[src/design/mite_pkg.sv]
// Shared opcodes, status codes and stage payload types of the MIPS I-type execute pipeline.
`default_nettype none
package mite_pkg;

    localparam logic [5:0] OP_REGIMM = 6'd1;
    localparam logic [5:0] OP_BEQ    = 6'd4;
    localparam logic [5:0] OP_BNE    = 6'd5;
    localparam logic [5:0] OP_BLEZ   = 6'd6;
    localparam logic [5:0] OP_BGTZ   = 6'd7;
    localparam logic [5:0] OP_ADDI   = 6'd8;
    localparam logic [5:0] OP_ADDIU  = 6'd9;
    localparam logic [5:0] OP_SLTI   = 6'd10;
    localparam logic [5:0] OP_SLTIU  = 6'd11;
    localparam logic [5:0] OP_ANDI   = 6'd12;
    localparam logic [5:0] OP_ORI    = 6'd13;
    localparam logic [5:0] OP_XORI   = 6'd14;
    localparam logic [5:0] OP_LUI    = 6'd15;
    localparam logic [5:0] OP_LB     = 6'd32;
    localparam logic [5:0] OP_LH     = 6'd33;
    localparam logic [5:0] OP_LWL    = 6'd34;
    localparam logic [5:0] OP_LW     = 6'd35;
    localparam logic [5:0] OP_LBU    = 6'd36;
    localparam logic [5:0] OP_LHU    = 6'd37;
    localparam logic [5:0] OP_LWR    = 6'd38;
    localparam logic [5:0] OP_SB     = 6'd40;
    localparam logic [5:0] OP_SH     = 6'd41;
    localparam logic [5:0] OP_SW     = 6'd43;

    localparam logic [4:0] RT_BLTZ   = 5'd0;
    localparam logic [4:0] RT_BGEZ   = 5'd1;
    localparam logic [4:0] RT_BLTZAL = 5'd16;
    localparam logic [4:0] RT_BGEZAL = 5'd17;

    localparam logic [4:0] LINK_REG  = 5'd31;

    localparam logic [1:0] STATUS_OK  = 2'd0;
    localparam logic [1:0] STATUS_OVF = 2'd1;
    localparam logic [1:0] STATUS_INV = 2'd2;

    typedef struct packed {
        logic [5:0]  op;
        logic [4:0]  rtf;
        logic [31:0] rs;
        logic [31:0] rt;
        logic [15:0] imm;
        logic [31:0] mw;
        logic [31:0] ea;
        logic [31:0] target;
        logic [31:0] link;
    } t_s1;

    typedef struct packed {
        logic [5:0]  op;
        logic [4:0]  rtf;
        logic [31:0] ea;
        logic [31:0] target;
        logic [31:0] wb_data;
        logic        taken;
        logic        ovf;
        logic        regimm_ok;
        logic [3:0]  be;
        logic [31:0] sd;
    } t_s2;

    typedef struct packed {
        logic [1:0]  status;
        logic        reg_write;
        logic [4:0]  reg_dest;
        logic [31:0] reg_data;
        logic        branch_taken;
        logic [31:0] branch_target;
        logic [31:0] mem_address;
        logic        mem_read;
        logic        mem_write;
        logic [3:0]  byte_enable;
        logic [31:0] store_data;
    } t_res;

endpackage
`default_nettype wire

[src/design/mite_addr.sv]
// Stage one: effective address, branch target and link adders.
`default_nettype none
module mite_addr (
    input  wire logic            i_clk,
    input  wire logic            i_en,
    input  wire logic [5:0]      i_op,
    input  wire logic [4:0]      i_rt_field,
    input  wire logic [31:0]     i_rs_value,
    input  wire logic [31:0]     i_rt_value,
    input  wire logic [15:0]     i_imm16,
    input  wire logic [31:0]     i_pc_base,
    input  wire logic [31:0]     i_mem_word,
    output mite_pkg::t_s1        o_s1
);

    logic [31:0]   se;
    mite_pkg::t_s1 n_s1;
    mite_pkg::t_s1 r_s1;

    assign se = {{16{i_imm16[15]}}, i_imm16};

    always_comb begin
        n_s1.op     = i_op;
        n_s1.rtf    = i_rt_field;
        n_s1.rs     = i_rs_value;
        n_s1.rt     = i_rt_value;
        n_s1.imm    = i_imm16;
        n_s1.mw     = i_mem_word;
        n_s1.ea     = i_rs_value + se;
        n_s1.target = i_pc_base + {se[29:0], 2'b00};
        n_s1.link   = i_pc_base + 32'd4;
    end

    always_ff @(posedge i_clk) begin
        if (i_en) begin
            r_s1 <= n_s1;
        end
    end

    assign o_s1 = r_s1;

endmodule
`default_nettype wire

[src/design/mite_eval.sv]
// Stage two: compares, overflow, ALU and load data, store lanes.
`default_nettype none
module mite_eval (
    input  wire logic            i_clk,
    input  wire logic            i_en,
    input  wire mite_pkg::t_s1   i_s1,
    output mite_pkg::t_s2        o_s2
);

    logic [31:0]   se;
    logic [1:0]    off;
    logic [7:0]    ld_byte;
    logic [15:0]   ld_half;
    logic [31:0]   lwl_data;
    logic [31:0]   lwr_data;
    logic          rs_neg;
    logic          rs_zero;
    mite_pkg::t_s2 n_s2;
    mite_pkg::t_s2 r_s2;

    assign se      = {{16{i_s1.imm[15]}}, i_s1.imm};
    assign off     = i_s1.ea[1:0];
    assign rs_neg  = i_s1.rs[31];
    assign rs_zero = (i_s1.rs == 32'd0);
    assign ld_half = off[1] ? i_s1.mw[15:0] : i_s1.mw[31:16];

    always_comb begin
        unique case (off)
            2'd0: begin
                ld_byte  = i_s1.mw[31:24];
                lwl_data = i_s1.mw;
                lwr_data = {i_s1.rt[31:8], i_s1.mw[31:24]};
            end
            2'd1: begin
                ld_byte  = i_s1.mw[23:16];
                lwl_data = {i_s1.mw[23:0], i_s1.rt[7:0]};
                lwr_data = {i_s1.rt[31:16], i_s1.mw[31:16]};
            end
            2'd2: begin
                ld_byte  = i_s1.mw[15:8];
                lwl_data = {i_s1.mw[15:0], i_s1.rt[15:0]};
                lwr_data = {i_s1.rt[31:24], i_s1.mw[31:8]};
            end
            default: begin
                ld_byte  = i_s1.mw[7:0];
                lwl_data = {i_s1.mw[7:0], i_s1.rt[23:0]};
                lwr_data = i_s1.mw;
            end
        endcase
    end

    always_comb begin
        n_s2.op        = i_s1.op;
        n_s2.rtf       = i_s1.rtf;
        n_s2.ea        = i_s1.ea;
        n_s2.target    = i_s1.target;
        n_s2.ovf       = ~(i_s1.rs[31] ^ se[31]) & (i_s1.rs[31] ^ i_s1.ea[31]);
        n_s2.regimm_ok = (i_s1.rtf == mite_pkg::RT_BLTZ) || (i_s1.rtf == mite_pkg::RT_BGEZ)
                      || (i_s1.rtf == mite_pkg::RT_BLTZAL)
                      || (i_s1.rtf == mite_pkg::RT_BGEZAL);
        n_s2.taken     = 1'b0;
        n_s2.wb_data   = 32'd0;
        n_s2.be        = 4'd0;
        n_s2.sd        = 32'd0;
        unique case (i_s1.op)
            mite_pkg::OP_REGIMM: begin
                n_s2.taken   = i_s1.rtf[0] ? !rs_neg : rs_neg;
                n_s2.wb_data = i_s1.link;
            end
            mite_pkg::OP_BEQ:   n_s2.taken = (i_s1.rs == i_s1.rt);
            mite_pkg::OP_BNE:   n_s2.taken = (i_s1.rs != i_s1.rt);
            mite_pkg::OP_BLEZ:  n_s2.taken = rs_neg || rs_zero;
            mite_pkg::OP_BGTZ:  n_s2.taken = !rs_neg && !rs_zero;
            mite_pkg::OP_ADDI:  n_s2.wb_data = i_s1.ea;
            mite_pkg::OP_ADDIU: n_s2.wb_data = i_s1.ea;
            mite_pkg::OP_SLTI:
                n_s2.wb_data = {31'd0, ($signed(i_s1.rs) < $signed(se))};
            mite_pkg::OP_SLTIU: n_s2.wb_data = {31'd0, (i_s1.rs < se)};
            mite_pkg::OP_ANDI:  n_s2.wb_data = i_s1.rs & {16'd0, i_s1.imm};
            mite_pkg::OP_ORI:   n_s2.wb_data = i_s1.rs | {16'd0, i_s1.imm};
            mite_pkg::OP_XORI:  n_s2.wb_data = i_s1.rs ^ {16'd0, i_s1.imm};
            mite_pkg::OP_LUI:   n_s2.wb_data = {i_s1.imm, 16'd0};
            mite_pkg::OP_LB:    n_s2.wb_data = {{24{ld_byte[7]}}, ld_byte};
            mite_pkg::OP_LBU:   n_s2.wb_data = {24'd0, ld_byte};
            mite_pkg::OP_LH:    n_s2.wb_data = {{16{ld_half[15]}}, ld_half};
            mite_pkg::OP_LHU:   n_s2.wb_data = {16'd0, ld_half};
            mite_pkg::OP_LW:    n_s2.wb_data = i_s1.mw;
            mite_pkg::OP_LWL:   n_s2.wb_data = lwl_data;
            mite_pkg::OP_LWR:   n_s2.wb_data = lwr_data;
            mite_pkg::OP_SB: begin
                unique case (off)
                    2'd0: begin
                        n_s2.be = 4'b1000;
                        n_s2.sd = {i_s1.rt[7:0], 24'd0};
                    end
                    2'd1: begin
                        n_s2.be = 4'b0100;
                        n_s2.sd = {8'd0, i_s1.rt[7:0], 16'd0};
                    end
                    2'd2: begin
                        n_s2.be = 4'b0010;
                        n_s2.sd = {16'd0, i_s1.rt[7:0], 8'd0};
                    end
                    default: begin
                        n_s2.be = 4'b0001;
                        n_s2.sd = {24'd0, i_s1.rt[7:0]};
                    end
                endcase
            end
            mite_pkg::OP_SH: begin
                n_s2.be = off[1] ? 4'b0011 : 4'b1100;
                n_s2.sd = off[1] ? {16'd0, i_s1.rt[15:0]} : {i_s1.rt[15:0], 16'd0};
            end
            mite_pkg::OP_SW: begin
                n_s2.be = 4'b1111;
                n_s2.sd = i_s1.rt;
            end
            default: begin
                n_s2.taken = 1'b0;
            end
        endcase
    end

    always_ff @(posedge i_clk) begin
        if (i_en) begin
            r_s2 <= n_s2;
        end
    end

    assign o_s2 = r_s2;

endmodule
`default_nettype wire

[src/design/mite_select.sv]
// Stage three logic: instruction class decode, field selection and invalid zeroing.
`default_nettype none
module mite_select (
    input  wire mite_pkg::t_s2   i_s2,
    output mite_pkg::t_res       o_res
);

    always_comb begin
        o_res = '0;
        unique case (i_s2.op)
            mite_pkg::OP_REGIMM: begin
                if (i_s2.regimm_ok) begin
                    o_res.branch_target = i_s2.target;
                    o_res.branch_taken  = i_s2.taken;
                    o_res.reg_write     = i_s2.rtf[4];
                    o_res.reg_dest      = i_s2.rtf[4] ? mite_pkg::LINK_REG : 5'd0;
                    o_res.reg_data      = i_s2.rtf[4] ? i_s2.wb_data : 32'd0;
                end else begin
                    o_res.status = mite_pkg::STATUS_INV;
                end
            end
            mite_pkg::OP_BEQ, mite_pkg::OP_BNE, mite_pkg::OP_BLEZ, mite_pkg::OP_BGTZ: begin
                o_res.branch_target = i_s2.target;
                o_res.branch_taken  = i_s2.taken;
            end
            mite_pkg::OP_ADDI: begin
                if (i_s2.ovf) begin
                    o_res.status = mite_pkg::STATUS_OVF;
                end else begin
                    o_res.reg_write = 1'b1;
                    o_res.reg_dest  = i_s2.rtf;
                    o_res.reg_data  = i_s2.wb_data;
                end
            end
            mite_pkg::OP_ADDIU, mite_pkg::OP_SLTI, mite_pkg::OP_SLTIU, mite_pkg::OP_ANDI,
            mite_pkg::OP_ORI, mite_pkg::OP_XORI, mite_pkg::OP_LUI: begin
                o_res.reg_write = 1'b1;
                o_res.reg_dest  = i_s2.rtf;
                o_res.reg_data  = i_s2.wb_data;
            end
            mite_pkg::OP_LB, mite_pkg::OP_LH, mite_pkg::OP_LWL, mite_pkg::OP_LW,
            mite_pkg::OP_LBU, mite_pkg::OP_LHU, mite_pkg::OP_LWR: begin
                o_res.mem_address = i_s2.ea;
                o_res.mem_read    = 1'b1;
                o_res.reg_write   = 1'b1;
                o_res.reg_dest    = i_s2.rtf;
                o_res.reg_data    = i_s2.wb_data;
            end
            mite_pkg::OP_SB, mite_pkg::OP_SH, mite_pkg::OP_SW: begin
                o_res.mem_address = i_s2.ea;
                o_res.mem_write   = 1'b1;
                o_res.byte_enable = i_s2.be;
                o_res.store_data  = i_s2.sd;
            end
            default: begin
                o_res.status = mite_pkg::STATUS_INV;
            end
        endcase
    end

endmodule
`default_nettype wire

[src/design/mips_i_type_execute.sv]
// Top level of the three-stage MIPS I-type execute pipeline.
//
// Input channel: i_valid with the instruction fields, o_stall back to the
// sender; a beat moves at a rising edge with i_valid high and o_stall low.
// Output channel: o_valid with the result fields, i_stall from the receiver;
// a beat moves at a rising edge with o_valid high and i_stall low.
// A beat taken in passes through the stage-one and stage-two registers to the
// output register. Throughput: one beat per cycle while i_stall stays low.
// Stage one holds the address, branch target and link adders, stage two the
// compares, overflow, ALU and load merge, stage three the class decode and
// the output register.
// A stage with no valid beat takes a new one even while a later stage is
// stalled, so bubbles close up. While i_stall holds a valid output, that
// output holds; o_stall rises only when all three stages are full.
// Reset (i_rst_n low at an edge) empties every stage; no beat is lost or
// repeated across a stall.
`default_nettype none
module mips_i_type_execute (
    input  wire logic        i_clk,
    input  wire logic        i_rst_n,
    input  wire logic        i_valid,
    output wire logic        o_stall,
    input  wire logic [5:0]  i_op,
    input  wire logic [4:0]  i_rt_field,
    input  wire logic [31:0] i_rs_value,
    input  wire logic [31:0] i_rt_value,
    input  wire logic [15:0] i_imm16,
    input  wire logic [31:0] i_pc_base,
    input  wire logic [31:0] i_mem_word,
    output wire logic        o_valid,
    input  wire logic        i_stall,
    output wire logic [1:0]  o_status,
    output wire logic        o_reg_write,
    output wire logic [4:0]  o_reg_dest,
    output wire logic [31:0] o_reg_data,
    output wire logic        o_branch_taken,
    output wire logic [31:0] o_branch_target,
    output wire logic [31:0] o_mem_address,
    output wire logic        o_mem_read,
    output wire logic        o_mem_write,
    output wire logic [3:0]  o_byte_enable,
    output wire logic [31:0] o_store_data
);

    logic           r_v1;
    logic           r_v2;
    logic           r_v3;
    logic           n_v1;
    logic           n_v2;
    logic           n_v3;
    logic           adv1;
    logic           adv2;
    logic           adv3;
    mite_pkg::t_s1  s1;
    mite_pkg::t_s2  s2;
    mite_pkg::t_res n_res;
    mite_pkg::t_res r_res;

    assign adv3 = !r_v3 || !i_stall;
    assign adv2 = !r_v2 || adv3;
    assign adv1 = !r_v1 || adv2;

    assign n_v1 = adv1 ? i_valid : r_v1;
    assign n_v2 = adv2 ? r_v1 : r_v2;
    assign n_v3 = adv3 ? r_v2 : r_v3;

    always_ff @(posedge i_clk) begin
        if (!i_rst_n) begin
            r_v1 <= 1'b0;
            r_v2 <= 1'b0;
            r_v3 <= 1'b0;
        end else begin
            r_v1 <= n_v1;
            r_v2 <= n_v2;
            r_v3 <= n_v3;
        end
    end

    mite_addr u_addr (
        .i_clk      (i_clk),
        .i_en       (adv1),
        .i_op       (i_op),
        .i_rt_field (i_rt_field),
        .i_rs_value (i_rs_value),
        .i_rt_value (i_rt_value),
        .i_imm16    (i_imm16),
        .i_pc_base  (i_pc_base),
        .i_mem_word (i_mem_word),
        .o_s1       (s1)
    );

    mite_eval u_eval (
        .i_clk (i_clk),
        .i_en  (adv2),
        .i_s1  (s1),
        .o_s2  (s2)
    );

    mite_select u_select (
        .i_s2  (s2),
        .o_res (n_res)
    );

    always_ff @(posedge i_clk) begin
        if (adv3) begin
            r_res <= n_res;
        end
    end

    assign o_stall         = !adv1;
    assign o_valid         = r_v3;
    assign o_status        = r_res.status;
    assign o_reg_write     = r_res.reg_write;
    assign o_reg_dest      = r_res.reg_dest;
    assign o_reg_data      = r_res.reg_data;
    assign o_branch_taken  = r_res.branch_taken;
    assign o_branch_target = r_res.branch_target;
    assign o_mem_address   = r_res.mem_address;
    assign o_mem_read      = r_res.mem_read;
    assign o_mem_write     = r_res.mem_write;
    assign o_byte_enable   = r_res.byte_enable;
    assign o_store_data    = r_res.store_data;

    a_no_stall_free: assert property (@(posedge i_clk) disable iff (!i_rst_n)
        !i_stall |-> !o_stall)
        else $error("input stalled while output side is free");

    a_invalid_quiet: assert property (@(posedge i_clk) disable iff (!i_rst_n)
        (o_valid && (o_status == mite_pkg::STATUS_INV)) |->
        (!o_reg_write && !o_mem_read && !o_mem_write && !o_branch_taken))
        else $error("invalid instruction has side effects");

    a_store_lanes: assert property (@(posedge i_clk) disable iff (!i_rst_n)
        (o_valid && o_mem_write) |-> (!o_reg_write && !o_mem_read && (o_byte_enable != 4'd0)))
        else $error("store beat with bad lanes or write-back");

    a_full_stall: assert property (@(posedge i_clk) disable iff (!i_rst_n)
        o_stall |-> (r_v1 && r_v2 && r_v3 && i_stall))
        else $error("input stalled with an empty stage");

endmodule
`default_nettype wire

[config.mk]
export PLATFORM = sky130hd
export DESIGN_NAME = mips_i_type_execute
export DESIGN_NICKNAME = d
export VERILOG_FILES = /design/src/design/mite_pkg.sv /design/src/design/mite_addr.sv /design/src/design/mite_eval.sv /design/src/design/mite_select.sv /design/src/design/mips_i_type_execute.sv
export SDC_FILE = /design/constraint.sdc
export NUM_CORES = 1
export LEC_CHECK = 0
export BUFFER_PORTS_ARGS = -buffer_cell sky130_fd_sc_hd__buf_2
export CORE_UTILIZATION = 60
export CTS_BUF_LIST = sky130_fd_sc_hd__clkbuf_2
export DETAILED_ROUTE_END_ITERATION = 7
export PLACE_DENSITY_LB_ADDON = 0.3
export RECOVER_POWER = 100
export REMOVE_ABC_BUFFERS = 1
export SLEW_MARGIN = 15
export SYNTH_ARGS = -nofsm -noshare
export SYNTH_HDL_FRONTEND = slang
export SYNTH_SLANG_ARGS = --single-unit
[constraint.sdc]
create_clock -name i_clk -period 7.4 [get_ports i_clk]
set_input_delay 0.74 -clock i_clk [delete_from_list [all_inputs] [get_ports i_clk]]
set_output_delay 0.74 -clock i_clk [all_outputs]
set_load 0.02 [all_outputs]
After elaboration in Yosys (flattened, before gate mapping)
Index checks and enable logic that the tools add are counted.
Storage, ports and cells
  register bits: 511
  latch bits: 0
  memory bits (writable): 0
  ROM bits: 0
  bits of input ports: 159
  output and inout bits: 145
  logic and storage cells: 145
  memories kept: 0
Cells by class
  add/subtract/negate cells: 3
  multiply operators: 0
  div/mod/pow operators: 0
  $lt $le $gt $ge: 2
  eq/ne operators: 53
  shift operators: 0
  multiplexer cells: 22
  bitwise gates (word level): 7
  reduce and logical (&&, ||, !) cells: 25
Operator list (count)
  32-bit one-hot mux with 15 select lines: 1
  36-bit one-hot mux with 3 select lines: 2
  32-bit one-hot mux with 3 select lines: 2
  6-bit == test, second input constant: 20
  38-bit one-hot mux with 3 select lines: 1
  6-bit by 4-bit == test with 1-bit output, second input constant: 16
  71-bit 2-to-1 mux: 1
  33-bit one-hot mux with 2 select lines: 1
  32-bit adder: 2
  32-bit 2-to-1 mux: 2
  6-bit by 3-bit == test with 1-bit output, second input constant: 8
  38-bit 2-to-1 mux: 1
  37-bit 2-to-1 mux: 1
  32-bit by 3-bit adder with 32-bit output, second input constant: 1
  32-bit by 16-bit AND with 32-bit output: 1
  32-bit == test: 1
  32-bit zero test: 1
  32-bit by 16-bit less-than comparator with 1-bit output: 1
  32-bit less-than comparator: 1
  32-bit inequality test: 1
  32-bit by 16-bit OR with 32-bit output: 1
  32-bit by 16-bit XOR with 32-bit output: 1
  8-bit one-hot mux with 3 select lines: 1
  21-bit OR reduction: 1
  other kinds (26): 43

Depth between registers and ports, before layout
Gate-level depths: netlist (run 1).
  word-level depth: 5
  mapped depth: 12
  depth with buffers taken out: 12

Hierarchy
Synthesis (run 1) repeated with hierarchy kept, for this count alone.
Unflattened totals
  cells, all modules: 1944
  area total of the unflattened synthesis: 25296.8 µm²
Modules (own cells, without submodules)
  mite_addr: times used 1, cells each 773, area an instance 10337.4 µm², seq. area each 6516.2 µm²
  mite_eval: times used 1, cells each 831, area an instance 9257.6 µm², seq. area each 4384.2 µm²
  mips_i_type_execute: times used 1, cells each 155, area an instance 4408.0 µm², seq. area each 4354.2 µm²
  mite_select: times used 1, cells each 185, area an instance 1293.7 µm², seq. area each 0.0 µm²

Worst setup path before layout (run 1)
Ideal clock, no wire load.
  kind: input to output
  from: in i_stall
  to: out o_stall
  data arrival time: 6484 ps
  data required time: 6660 ps
  setup slack: 176 ps
  cell stages on the path: 3
  path buffers: 0
  cells stage by stage: and3_1 -> nand2_1 -> inv_1
Between the ends
  cells in the longest elaborated chain, start to end: 5
RTL lines
  from (decl): line mips_i_type_execute.sv:31  | input wire logic i_stall,
  1-bit zero test: line mips_i_type_execute.sv:59  | assign adv3 = !r_v3 || !i_stall;
  1-bit logical OR: line mips_i_type_execute.sv:59
  1-bit logical OR: line mips_i_type_execute.sv:60  | assign adv2 = !r_v2 || adv3;
  1-bit logical OR: line mips_i_type_execute.sv:61  | assign adv1 = !r_v1 || adv2;
  1-bit zero test: line mips_i_type_execute.sv:110  | assign o_stall = !adv1;
  to (decl): line mips_i_type_execute.sv:22  | output wire logic o_stall,
Every way passes these cells.

Worst setup path in the final report (run 1)
  from: reg r_v3, in the netlist o_valid
  to: reg u_eval.r_s2, in the netlist u_eval.o_s2[76], enable pin
Between the ends
  cells in the longest elaborated chain, start to end: 3
RTL lines
  from (decl): line mips_i_type_execute.sv:47  | logic r_v3;
  from (signal assigned): line mips_i_type_execute.sv:75  | r_v3 <= n_v3;
  1-bit zero test: line mips_i_type_execute.sv:59
  1-bit logical OR: line mips_i_type_execute.sv:59
  1-bit logical OR: line mips_i_type_execute.sv:60
  via adv2: line mips_i_type_execute.sv:52  | logic adv2;
  to (signal assigned): line mite_eval.sv:126  | r_s2 <= n_s2;
  to (decl): line mite_eval.sv:19  | mite_pkg::t_s2 r_s2;
The timed path passes the listed nets, and every way through them passes these cells.
A chain may end at the register's enable or synchronous reset.

==> impl_metrics.yaml, run 1 <==
synthesis:
  syn_area_per_cell_sq_um: 13.2
  synthArstFlopShare_pct: 0
  synth_top_area_share_pct: 62.5
  ys_seq_area_share_pct: 62.7
  post-synth-top-count-cell: "edfxtp_1"
  netlist_instances: 1848
  yosys_warnings: 0
  synth_area_sq_um: 24300
  yosys.area.top_type: "edfxtp_1"
  synthTopCellsByArea: "edfxtp_1 (62%), ha_1 (6.4%), xnor2_1 (3.0%)"
  yosysUniqueCellTypes: 66
  synthFlopType: "edfxtp_1"
  ys_ff_latch: 509
  netlist_top_cells_count: "edfxtp_1 (506), ha_1 (125), and2_1 (113)"
  synth-edff-count: 506
drt:
  drt_first_iter_violations: 2206
  drtPass1Iterations: 8
  wire_per_inst_um: 24.9
  wl_um: 74900
  drtAntennaViolNets: 0
  drc: 2
  vias: 18500
  viasPerCell: 6.15
min_path:
  holdPathEnd: "u_addr.o_s1[5]"
  min_path_cells: 2
  min-delay-start: "i_pc_base[5]"
  hold_path.class: "in2reg"
global_route:
  grt_overflow_total: 0
  grt_pass1_wl_um: 109000
  grt_pass1_vias: 18300
  antenna_found_initial: 3
  grt_max_degree: 83
  track_usage_pct: 36.3
placement:
  dpl.hpwl_um: 51500
  place_congestion: 1.00
  port_buffers: 303
clocking:
  clkSinkCount: 509
  ctsHoldBuffers: 158
  post_cts_buffers: 0
  clk_latency_ns: 1.13
  cts_buffers: 130
  cts_tree: "yes"
  clkTransAtPathRegs_ns: 0.11
  ctsHtreeMaxLevel: 4
  cts_buffer_depth: 3
  cts_resized: 0
  cts_root_buffer: "clkbuf_2"
power:
  p_leak_uw: 0.0116
  max-vdd-ir-drop_mv: 0.167
  p_per_area_nw_per_um2: 223
floorplan:
  die-area_sq_um: 41300
  ios: 304
  start_util_pct: 61.1
  die_height_um: 203
  core_area_sq_um: 39800
  rows: 73
  chipWidth_um: 203
worst_setup_path:
  cp_max_fo: 80
  cp-start-kind: "flop"
  reg2reg_from: "o_valid"
  r2r_cells: 3
  end_kind: "flop"
  crit_type: "reg2reg"
  r2r-end: "u_eval.o_s2[76]"
  required_ns: 8.05
  rrSetupSlack_ns: 2.35
  cp_data_arrival_time_ns: 5.70
run_status:
  violations: "DRC, capacitance limit, slew limit"
  outcome: "complete, but fails checks"
timing:
  max_freq_ghz: 0.198
  maxSlewHeadroom_pct: -126
  finalHoldViolations: 0
  fin_crit_sh_pct: 68.2
  slew_violations: 535
  worst_pin_slew_ns: 3.37
  fin_setup_tns_ns: 0
  fin_skew_ns: 0.0845
  setup_viol: 0
  fin_crit_ns: 5.05
  rsz0062_at_grt: "no"
final_layout:
  fin_nets: 2687
  fin_util_pct: 72.5
  area_growth_pct: 18.7
  drive_above_1_share_pct: 12.0
run:
  max-cap-violations: 9
[worst max-delay path by stage]
stage	startpoint	slack, ns	end
2_1_floorplan	i_stall	0.18	o_stall
3_3_place_gp	i_imm16[15]	3.61	u_addr.o_s1[94]
3_5_place_dp	i_imm16[15]	3.54	u_addr.o_s1[94]
4_1_cts	o_valid	3.68	o_stall
5_1_grt	o_valid	1.96	u_eval.o_s2[122]
6_report	o_valid	2.35	u_eval.o_s2[76]
[layout make-up]
cell class	count	area (sq um)
Multi-Input combinational cell	1210	8570
Timing Repair Buffer	481	2930
Inverter	69	260
Antenna cell	3	7.51
Clock inverter	48	349
Clock buffer	168	841
Tap cell	525	657
Fill cell	2831	11000
Sequential cell	509	15300
[worst max-delay path: stages, from the launching register on]
cell	delay, ns
dfxtp_1	0.40
and3_1	0.25
clkinvlp_2	2.51
buf_4	1.37
[sequential cells by signal, indices dropped and copies added (netlist names)]
| register | flops |
|---|---|
| o_reg_dest | 5 |
| o_mem_read | 1 |
| o_store_data | 32 |
| u_eval.o_s2 | 146 |
| u_addr.o_s1 | 217 |
| o_reg_write | 1 |
| o_mem_address | 32 |
| r_v2 | 1 |
| o_mem_write | 1 |
| o_branch_taken | 1 |
| o_byte_enable | 4 |
| o_reg_data | 32 |
| r_v1 | 1 |
| o_valid | 1 |
| o_branch_target | 32 |
| o_status | 2 |
[where the power goes]
part	switching, uW	internal, uW
combinational	473	335
sequential	203	3460
clock	1130	830
[routing by layer]
| layer | global-route usage (%) | vias to the layer above | routed length [um] |
|---|---|---|---|
| li1 | - | 8207 | - |
| met1 | 48.0 | 8857 | 28600 |
| met2 | 57.2 | 1279 | 34700 |
| met3 | 9.24 | 201 | 8390 |
| met4 | 15.8 | 0 | 3230 |
| met5 | 0 | - | 0 |
[metrics by stage]
stage                     setup WS (ns)  instances  power [uW]  hold slack, ns  cell area (sq um)
after floorplan                   0.176       1788        4090           0.400              24100
after global placement             3.61       2636        4430           0.401              26500
after detailed placement           3.54       2636        4450           0.405              26500
after CTS                          3.68       3010        6440         0.00243              29200
after global routing               1.96       3012        6650          0.0389              28900
final                              2.35       3013        6430          0.0943              28900
[cell families (layout without fill, tap and decap cells)]
family | count (synthesis) | count (layout) | synth area share [%]
XOR/XNOR | 117 | 117 | 4.21
other | 0 | 3 | 0
adder cells (fa/ha/maj) | 127 | 127 | 6.60
AO/OA/AOI/OAI | 388 | 388 | 11.0
multiplexers | 49 | 49 | 2.08
AND/OR/NAND/NOR | 529 | 529 | 11.4
flip-flops | 509 | 509 | 62.7
buffers and inverters | 129 | 766 | 2.03
[cell usage in the layout (no fill, tap or decap), types with 6 or more instances in the layout]
cell and count:
nor2_1 97, o21a_1 17, a211oi_1 20, xnor2_1 84, mux2i_1 37, xor2_1 33
nor4_1 15, and2_0 77, a22o_1 16, o21ai_0 82, ha_1 125, nand3_1 38
a22oi_1 10, nand2_1 101, buf_2 75, nand2b_1 14, clkinv_2 9, a222oi_1 34
bufinv_16 6, o21bai_1 16, clkinv_1 31, a221oi_1 29, a21oi_1 88, clkbuf_1 235
inv_1 66, and2_1 37, edfxtp_1 506, nor2b_1 44, buf_4 10, nor3_1 23
and3_1 18, clkbuf_2 171, o22ai_1 6, a21o_1 26, or3_1 9, dlygate4sd3_1 158
mux2_2 11, nand4_1 38
Power figures use the tool's default switching activity.
==> run 2: changes to the inputs <==
CORE_UTILIZATION = 55   (was 60)
clock period = 4.6 ns   (was 7.4 ns; I/O delays follow)
==> run 2 against run 1 <==
Net effect: cell area rose by 5.3%; the run ends with capacitance limit, slew limit left; largest power group unchanged; final cell count rose by 6.8%; worst setup slack got worse by 1.8 ns; sequential share of layout area fell by 2.7 points; count of clock-buffer cells in the layout rose by 6; critical endpoint is now u_addr.o_s1[63]; clock skew rose by 0.010 ns; largest cell class unchanged; clock power rose by 50%; hold slack improved by 0.067 ns.
==> impl_metrics.yaml, run 2 (synthesis gave the netlist of run 1 again) <==
run_status:
  violations: "capacitance limit, slew limit"
  outcome: "complete, but fails checks"
clocking:
  cts_resized: 0
  post_cts_buffers: 0
  cts_buffers: 120
  clkSinkCount: 509
  cts_buffer_depth: 3
  ctsHoldBuffers: 304
  clkTransAtPathRegs_ns: 0.13
  cts_tree: "yes"
  cts_root_buffer: "clkbuf_2"
  clk_latency_ns: 1.22
  ctsHtreeMaxLevel: 3
final_layout:
  design_area_sq_um: 30400
  drive_above_1_share_pct: 12.4
  area_growth_pct: 25.1
  regArea_sq_um: 15300
  multi_input_area_sq_um: 8600
  largest_reg_flops: 217
  finalNonFillerCells: 3219
  fill_cells: 3125
  fin_nets: 2824
  mostFrequentLayoutCell: "edfxtp_1"
  final_cell_mix: "edfxtp_1 (506), dlygate4sd3_1 (304), clkbuf_1 (212)"
global_route:
  use_met2_pct: 57.9
  grt-busiest-layer: "met2"
  track_usage_pct: 35.8
  gr-usage-met3_pct: 8.46
  grt_pass1_vias: 19000
  grt_overflow_total: 0
  grt_pass1_wl_um: 116000
  grtUsageMet1_pct: 46.2
  grt_max_degree: 120
  antenna_found_initial: 5
worst_setup_path:
  path_depth: 11
  cp-start-kind: "input pin"
  critPathSlowestCell: "clkbuf_1"
  end_kind: "flop"
  crit_top_cell: "o21ai_0"
  slowest_delay_ns: 1.47
  crit_type: "in2reg"
  cp_max_fo: 29
  cp_data_arrival_time_ns: 5.01
  r2r_cells: 5
  crit_chain: "dlygate4sd3_1 -> buf_2 -> clkbuf_1 -> ha_1 -> a21oi_1 -> o21ai_0 -> a21o_1 -> a21o_1 -> o21ai_0 -> o21ai_0 -> xnor2_1"
  crit_family: "buffers and inverters"
  cp_num_buf_inv: 3
  required_ns: 5.56
min_path:
  min_path_cells: 4
  hold_path.class: "in2reg"
run:
  max-cap-violations: 6
floorplan:
  start_util_pct: 56.1
  core_area_sq_um: 43400
  ios: 304
  rows: 76
  chipWidth_um: 212
  die-area_sq_um: 45100
  die_height_um: 212
timing:
  worst_pin_slew_ns: 2.84
  slew_violations: 405
  fin_skew_ns: 0.0946
  setup_viol: 0
  finalHoldViolations: 0
  maxSlewHeadroom_pct: -89.6
  fin_crit_ns: 4.05
  rsz0062_at_grt: "no"
  fin_crit_sh_pct: 88.1
  max_freq_ghz: 0.247
placement:
  dp_cells: 2697
  port_buffers: 303
  dpl_cell_area_sq_um: 26600
  place_congestion: 0.975
  dpl.hpwl_um: 53500
power:
  p_switching_uw: 2940
  max-vdd-ir-drop_mv: 0.281
  total_power_uw: 10300
  p_clk_share_pct: 28.7
  combPwrFrac_pct: 13.9
  power.share.sequential_pct: 57.5
  p_leak_uw: 0.0123
  p_per_area_nw_per_um2: 337
  netSwitchingFraction_pct: 28.7
  p_int_uw: 7320
drt:
  wire_per_inst_um: 24.9
  drtPass1Iterations: 7
  wl_um: 80200
  vias: 19100
  viasPerCell: 5.93
  drtAntennaViolNets: 0
  drt_first_iter_violations: 2104
  drc: 0
-- run 2: changes by cell type in the layout (fill, tap and decap cells not counted), moves of 6 or more --
cell,previous run,this run
clkbuf_1,235,212
clkbuf_2,171,177
dlygate4sd3_1,158,304
buf_2,75,95
-- run 2: power by group through the flow --
| stage | Clock [uW] | Sequential, uW | Combinational, uW |
|---|---|---|---|
| 5_1_grt | 3210 | 5920 | 1530 |
| 3_3_place_gp | 0 | 5970 | 1180 |
| 4_1_cts | 2970 | 5880 | 1400 |
| 6_report | 2940 | 5900 | 1420 |
| 3_5_place_dp | 0 | 5980 | 1200 |
| 2_1_floorplan | 0 | 5910 | 674 |
-- run 2: stage by stage --
stage          hold slack (ns)  setup slack [ns]  utilization [%]  TNS, ns
2_1_floorplan            0.400             -2.22                -  -291.14
3_3_place_gp             0.404              1.18             61.4        0
3_5_place_dp             0.405              1.13             61.4        0
4_1_cts               0.000996              1.44             70.8        0
5_1_grt                 0.0592             0.627             70.1        0
6_report                 0.161             0.546             70.1        0
-- run 2: cell type report --
class	instances	share of cell area, %
flip-flops and latches	509	50.2
multi-input cells	1210	28.3
repair buffers	628	14.7
clock buffers	174	2.86
well taps	585	2.41
inverters	69	0.864
clock inverters	37	0.658
diodes	7	0.0576
-- run 2: layer usage --
layer / vias to the layer above / part of all wire (%) / wire [um]
li1: 8517 / - / -
met1: 9241 / 40 / 31900
met2: 1130 / 47 / 37900
met3: 196 / 9.2 / 7370
met4: 0 / 3.9 / 3090
met5: - / 0 / 0
-- run 2: final timing paths --
path,from,endpoint,slack (ns)
setup / recovery,i_imm16[15],u_addr.o_s1[63],0.55
hold / removal,i_stall,o_valid,0.16
setup reg to reg,u_addr.o_s1[214],u_eval.o_s2[56],0.96
hold reg to reg,u_addr.o_s1[36],u_eval.o_s2[75],0.40
-- run 2: tightest hold or removal path: cells and delay by family --
kind / cells / cell delay, ns
AND/OR/NAND/NOR: 1 / 0.14
AO/OA/AOI/OAI: 1 / 0.07
buffers and inverters: 2 / 0.64
